## config.mk

```make
export PLATFORM = sky130hd
export DESIGN_NAME = g3ca_ctrl
export DESIGN_NICKNAME = d
export VERILOG_FILES = /design/src/hdl/g3ca_pkg.sv /design/src/hdl/g3ca_ctrl.sv
export SDC_FILE = /design/constraint.sdc
export NUM_CORES = 1
export LEC_CHECK = 0
export BUFFER_PORTS_ARGS = -buffer_cell sky130_fd_sc_hd__buf_2
export CORE_AREA = 2 2 39 41
export CTS_BUF_LIST = sky130_fd_sc_hd__clkbuf_4 sky130_fd_sc_hd__clkbuf_8 sky130_fd_sc_hd__clkbuf_16
export DETAILED_ROUTE_END_ITERATION = 16
export DIE_AREA = 0 0 41 43
export SYNTH_ARGS = -nofsm -noshare
export SYNTH_HDL_FRONTEND = slang
export SYNTH_SLANG_ARGS = --single-unit
```

## constraint.sdc

```tcl
create_clock -name i_clk -period 2.9 [get_ports i_clk]
set_clock_uncertainty 0.2 [all_clocks]
set_input_delay 0.145 -clock i_clk [delete_from_list [all_inputs] [get_ports i_clk]]
set_output_delay 0.145 -clock i_clk [all_outputs]
set_load 0.02 [all_outputs]
```

## src/hdl/g3ca_pkg.sv

```systemverilog
package g3ca_pkg;

    localparam int GRID_X     = 16;
    localparam int GRID_Y     = 16;
    localparam int GRID_Z     = 16;
    localparam int STATE_BITS = 4;

    localparam int NCELLS   = GRID_X * GRID_Y * GRID_Z;
    localparam int ADDR_W   = $clog2(NCELLS);
    localparam int XW       = $clog2(GRID_X);
    localparam int YW       = $clog2(GRID_Y);
    localparam int ZW       = $clog2(GRID_Z);
    localparam int CELL_MAX = (1 << STATE_BITS) - 1;

    localparam int OP_W    = 2;
    localparam int IDX_W   = 12;
    localparam int VAL_W   = 4;
    localparam int CFG_IW  = 2;
    localparam int CFG_DW  = 27;
    localparam int MASK_W  = 27;
    localparam int CNT_W   = 5;

    localparam logic [OP_W-1:0] OP_LOAD = 2'd0;
    localparam logic [OP_W-1:0] OP_GEN  = 2'd1;

    localparam logic [1:0] KIND_LOAD = 2'd0;
    localparam logic [1:0] KIND_GEN  = 2'd1;
    localparam logic [1:0] KIND_READ = 2'd2;

    localparam logic [CFG_IW-1:0] REG_MAX_STATE = 2'd0;
    localparam logic [CFG_IW-1:0] REG_SURVIVE   = 2'd1;
    localparam logic [CFG_IW-1:0] REG_BIRTH     = 2'd2;
    localparam logic [CFG_IW-1:0] REG_MODE      = 2'd3;

    typedef logic [STATE_BITS-1:0] t_cell;
    typedef logic [ADDR_W-1:0]     t_addr;

    typedef struct packed {
        logic clr;
        logic accept;
        logic gen_start;
        logic issue;
        logic wr;
        logic swap;
        logic rd_cap;
        logic res_set;
    } t_cmd;

    typedef struct packed {
        logic clr_last;
        logic k_last;
        logic cell_last;
    } t_status;

    function automatic t_cell eff_max(input logic [VAL_W-1:0] ms);
        int m;
        m = int'(ms);
        if (m == 0) m = 1;
        if (m > CELL_MAX) m = CELL_MAX;
        return t_cell'(m);
    endfunction

endpackage

```

## src/hdl/g3ca_ctrl.sv

```systemverilog
module g3ca_ctrl (
    input  logic                     i_clk,
    input  logic                     i_rst_n,
    input  logic                     i_in_valid,
    output logic                     o_in_stall,
    input  logic [g3ca_pkg::OP_W-1:0] i_opcode,
    output logic                     o_out_valid,
    input  logic                     i_out_stall,
    input  g3ca_pkg::t_status        i_status,
    output g3ca_pkg::t_cmd           o_cmd
);
    localparam logic [2:0] ST_CLEAR  = 3'd0;
    localparam logic [2:0] ST_IDLE   = 3'd1;
    localparam logic [2:0] ST_RDWAIT = 3'd2;
    localparam logic [2:0] ST_ISSUE  = 3'd3;
    localparam logic [2:0] ST_WAIT   = 3'd4;
    localparam logic [2:0] ST_WRITE  = 3'd5;
    localparam logic [2:0] ST_DONE   = 3'd6;

    logic [2:0] r_state, n_state;
    logic       r_out_valid, n_out_valid;
    logic       accept;

    assign o_in_stall  = (r_state != ST_IDLE);
    assign o_out_valid = r_out_valid;
    assign accept      = i_in_valid && (r_state == ST_IDLE);

    always_comb begin
        n_state = r_state;
        o_cmd   = '0;
        case (r_state)
            ST_CLEAR: begin
                o_cmd.clr = 1'b1;
                if (i_status.clr_last) n_state = ST_IDLE;
            end
            ST_IDLE: begin
                if (accept) begin
                    o_cmd.accept = 1'b1;
                    if (i_opcode == g3ca_pkg::OP_GEN) begin
                        o_cmd.gen_start = 1'b1;
                        n_state = ST_ISSUE;
                    end else if (i_opcode == g3ca_pkg::OP_LOAD) begin
                        n_state = ST_DONE;
                    end else begin
                        n_state = ST_RDWAIT;
                    end
                end
            end
            ST_RDWAIT: begin
                o_cmd.rd_cap = 1'b1;
                n_state = ST_DONE;
            end
            ST_ISSUE: begin
                o_cmd.issue = 1'b1;
                if (i_status.k_last) n_state = ST_WAIT;
            end
            ST_WAIT: begin
                n_state = ST_WRITE;
            end
            ST_WRITE: begin
                o_cmd.wr = 1'b1;
                if (i_status.cell_last) begin
                    o_cmd.swap = 1'b1;
                    n_state = ST_DONE;
                end else begin
                    n_state = ST_ISSUE;
                end
            end
            ST_DONE: begin
                if (!r_out_valid || !i_out_stall) begin
                    o_cmd.res_set = 1'b1;
                    n_state = ST_IDLE;
                end
            end
            default: n_state = ST_IDLE;
        endcase
    end

    always_comb begin
        n_out_valid = r_out_valid;
        if (r_out_valid && !i_out_stall) n_out_valid = 1'b0;
        if (o_cmd.res_set) n_out_valid = 1'b1;
    end

    always_ff @(posedge i_clk) begin
        if (!i_rst_n) begin
            r_state     <= ST_CLEAR;
            r_out_valid <= 1'b0;
        end else begin
            r_state     <= n_state;
            r_out_valid <= n_out_valid;
        end
    end
endmodule

```

==> flow_metrics.py <==
metrics = {
    "status": {
        "status": "finished clean",
    },
    "critical_path": {
        "crit_path_end_kind": "output port",
        "reg2reg_depth": 6,
        "r2r_end": "r_state[0]",
        "crit_path_end": "o_cmd[5]",
        "r2r_slack_ns": 1.25,
        "cp.arrival_ns": 1.37,
        "critical_path_class": "flop to output port",
        "r2r-start": "r_state[0]",
        "worstPathRequired_ns": 2.56,
        "critPathLaunch": "r_state[0]",
        "worstSetupStartpointType": "flop",
        "critPathMaxFanout": 10,
    },
    "logic_synthesis": {
        "synth_area_leader_cell": "dfxtp_1",
        "synth_area_leaders": "dfxtp_1 (23%), a21oi_1 (5.8%), nor3_4 (4.7%), nor3_1 (4.3%), o21ai_0 (4.3%)",
        "synth_top_family_by_area": "simple AND/OR/NAND/NOR gates",
        "synth_xor_area_share_pct": 0,
        "syn_area_per_cell_um2": 7.37,
        "muxShareOfSynthArea_pct": 2.89,
        "netlist_area_um2": 347,
        "netlist.area_leader.share_pct": 23.1,
        "ys_ff_latch": 4,
        "yosysSeqAreaShare_pct": 23.1,
        "netlist_instances": 47,
        "ys.warnings.count": 0,
        "yosysUniqueCellTypes": 26,
        "syn-num-nets": 56,
        "synthSimpleGateAreaFrac_pct": 35.0,
        "synth-compound-area-share_pct": 24.2,
        "synthAdderAreaFrac_pct": 0,
    },
    "timing": {
        "worst_slew_pin_slew_ns": 0.445,
        "slew_headroom_pct": 70.3,
        "finalHoldViolCount": 0,
        "fin_crit_ns": 1.72,
        "fin_crit_sh_pct": 59.3,
        "fmax_mhz": 582,
        "rsz0062_at_grt": "false",
        "fin_setup_tns_ns": 0,
        "drv_slew": 0,
        "setup_viol": 0,
    },
    "drt": {
        "first_pass_iters": 4,
        "drt_wl_total_um": 789,
        "num_vias": 385,
        "wl_per_cell_um": 9.86,
        "ant_nets": 0,
        "drc": 0,
        "via_per_inst": 4.81,
        "drt-initial-drc-count": 5,
    },
    "cts": {
        "cts_tree": "yes",
        "postCtsSetupBuffers": 0,
        "cts_hold_buf": 0,
        "clk_latency_ns": 0.23,
        "clockRootBuffer": "clkbuf_4",
        "cts_resized": 0,
        "numCtsBuffers": 3,
        "cts_buffer_depth": 2,
        "htree_num_levels": 1,
        "clkSlewWorstSetupHoldPaths_ns": 0.04,
        "cts_sinks": 4,
    },
    "finish": {
        "fillers": 158,
        "final_cell_area_um2": 448,
        "syn_to_final_growth_pct": 29.2,
        "multiInputGateArea_um2": 215,
        "layout_commonest_cell": "buf_2",
        "layout_common_cells": "buf_2 (18), a21oi_1 (4), nor2_1 (4), nand2_1 (4), dfxtp_1 (4)",
        "diodes": 0,
        "regArea_um2": 80.1,
        "fin_util_pct": 32.4,
        "finalNetCount": 75,
        "layout-drive-gt1-share_pct": 40.6,
    },
    "floorplan": {
        "rows": 14,
        "die_h_um": 43,
        "num_io_pins": 19,
        "core_mm2": 0.00138,
        "die_area_mm2": 0.00176,
        "start_util_pct": 25.0,
        "die_w_um": 41,
    },
    "power_and_ir_drop": {
        "peakVddDrop_mv": 0.222,
        "p_per_area_mw_per_mm2": 871,
        "p_leak_nw": 0.220,
    },
    "grt": {
        "global_route.overflow_total": 0,
        "grt_max_degree": 14,
        "globalRouteTotalUtil_pct": 10.3,
        "antenna_found_initial": 0,
        "grt_pass1_vias": 311,
        "grt_pass1_wl_um": 1250,
    },
    "placement": {
        "dp_hpwl_um": 658,
        "io_buffer_count": 18,
        "globalplace.congestion": 0.758,
        "dpl_cell_area_um2": 425,
    },
    "worst_hold_path": {
        "hold_path_class": "input pin to flop",
    },
    "flow_run": {
        "drv_cap": 0,
    },
}
cell usage after synthesis:
library cell	count
a21o_1	1
nand3b_1	2
o311ai_0	1
nor3_1	3
nand2b_1	1
o22a_1	1
o32ai_1	1
nand2_1	4
nor3_4	1
and3_1	2
nor2_1	4
nor2b_1	2
and2_2	1
a31oi_1	1
and2_1	1
mux2i_1	1
o21ai_0	3
buf_6	1
a21oi_1	4
buf_2	1
inv_2	1
buf_4	2
dfxtp_1	4
inv_1	2
o21ai_2	1
inv_6	1
critical path: stages, from the launching register on:
cell and delay, ns:
dfxtp_1 0.56, inv_6 0.06, nor3_4 0.20, and3_1 0.17, buf_2 0.15
per-layer routing:
metal | share of wire [%] | vias to the layer above | global-route usage [%]
li1 | - | 200 | -
met1 | 51 | 171 | 16.1
met2 | 43 | 14 | 12.5
met3 | 5.2 | 0 | 1.57
met4 | 0 | 0 | 6.00
met5 | 0 | - | 0
state kept, by name, indices dropped and copies added (netlist names):
name and count:
o_out_valid 1, r_state 3
final cells by class:
type	count	share of cell area [%]
tap	16	4.47
multi-input combinational	35	48.0
inverter	4	4.47
sequential	4	17.9
timing repair buffer	18	20.1
clock buffer	3	5.03
metrics by stage:
step | hold slack (ns) | power [mW] | instances | worst slack [ns]
final | 0.0146 | 0.390 | 80 | 1.18
after detailed placement | 0.249 | 0.327 | 77 | 1.26
after global routing | 0.0430 | 0.427 | 80 | 1.04
after floorplan | 0.0940 | 0.289 | 47 | 1.45
after CTS | 0.0116 | 0.394 | 80 | 1.16
after global placement | 0.250 | 0.324 | 77 | 1.31
where the power goes:
part / switching [mW] / internal (mW) / leakage [nW] / total, mW
sequential: 0.0511 / 0.0717 / 0.0328 / 0.123
clock: 0.0189 / 0.0460 / 0.0138 / 0.0649
combinational: 0.115 / 0.0876 / 0.174 / 0.202
total: 0.185 / 0.205 / 0.220 / 0.390
logic make-up after synthesis:
group           count (synthesis)
flops                           4
mux                             1
compound gates                 13
simple gates                   21
buf+inv                         8
worst min path at each step:
stage | from | to | depth (start not counted) | slack [ns]
after CTS | i_rst_n | r_state[0] | 3 | 0.01
final | i_rst_n | r_state[0] | 3 | 0.01
after global placement | i_rst_n | r_state[0] | 3 | 0.25
after detailed placement | i_rst_n | r_state[0] | 3 | 0.25
after floorplan | i_rst_n | r_state[0] | 2 | 0.09
after global routing | i_rst_n | r_state[1] | 3 | 0.04
Power figures use the tool's default switching activity.
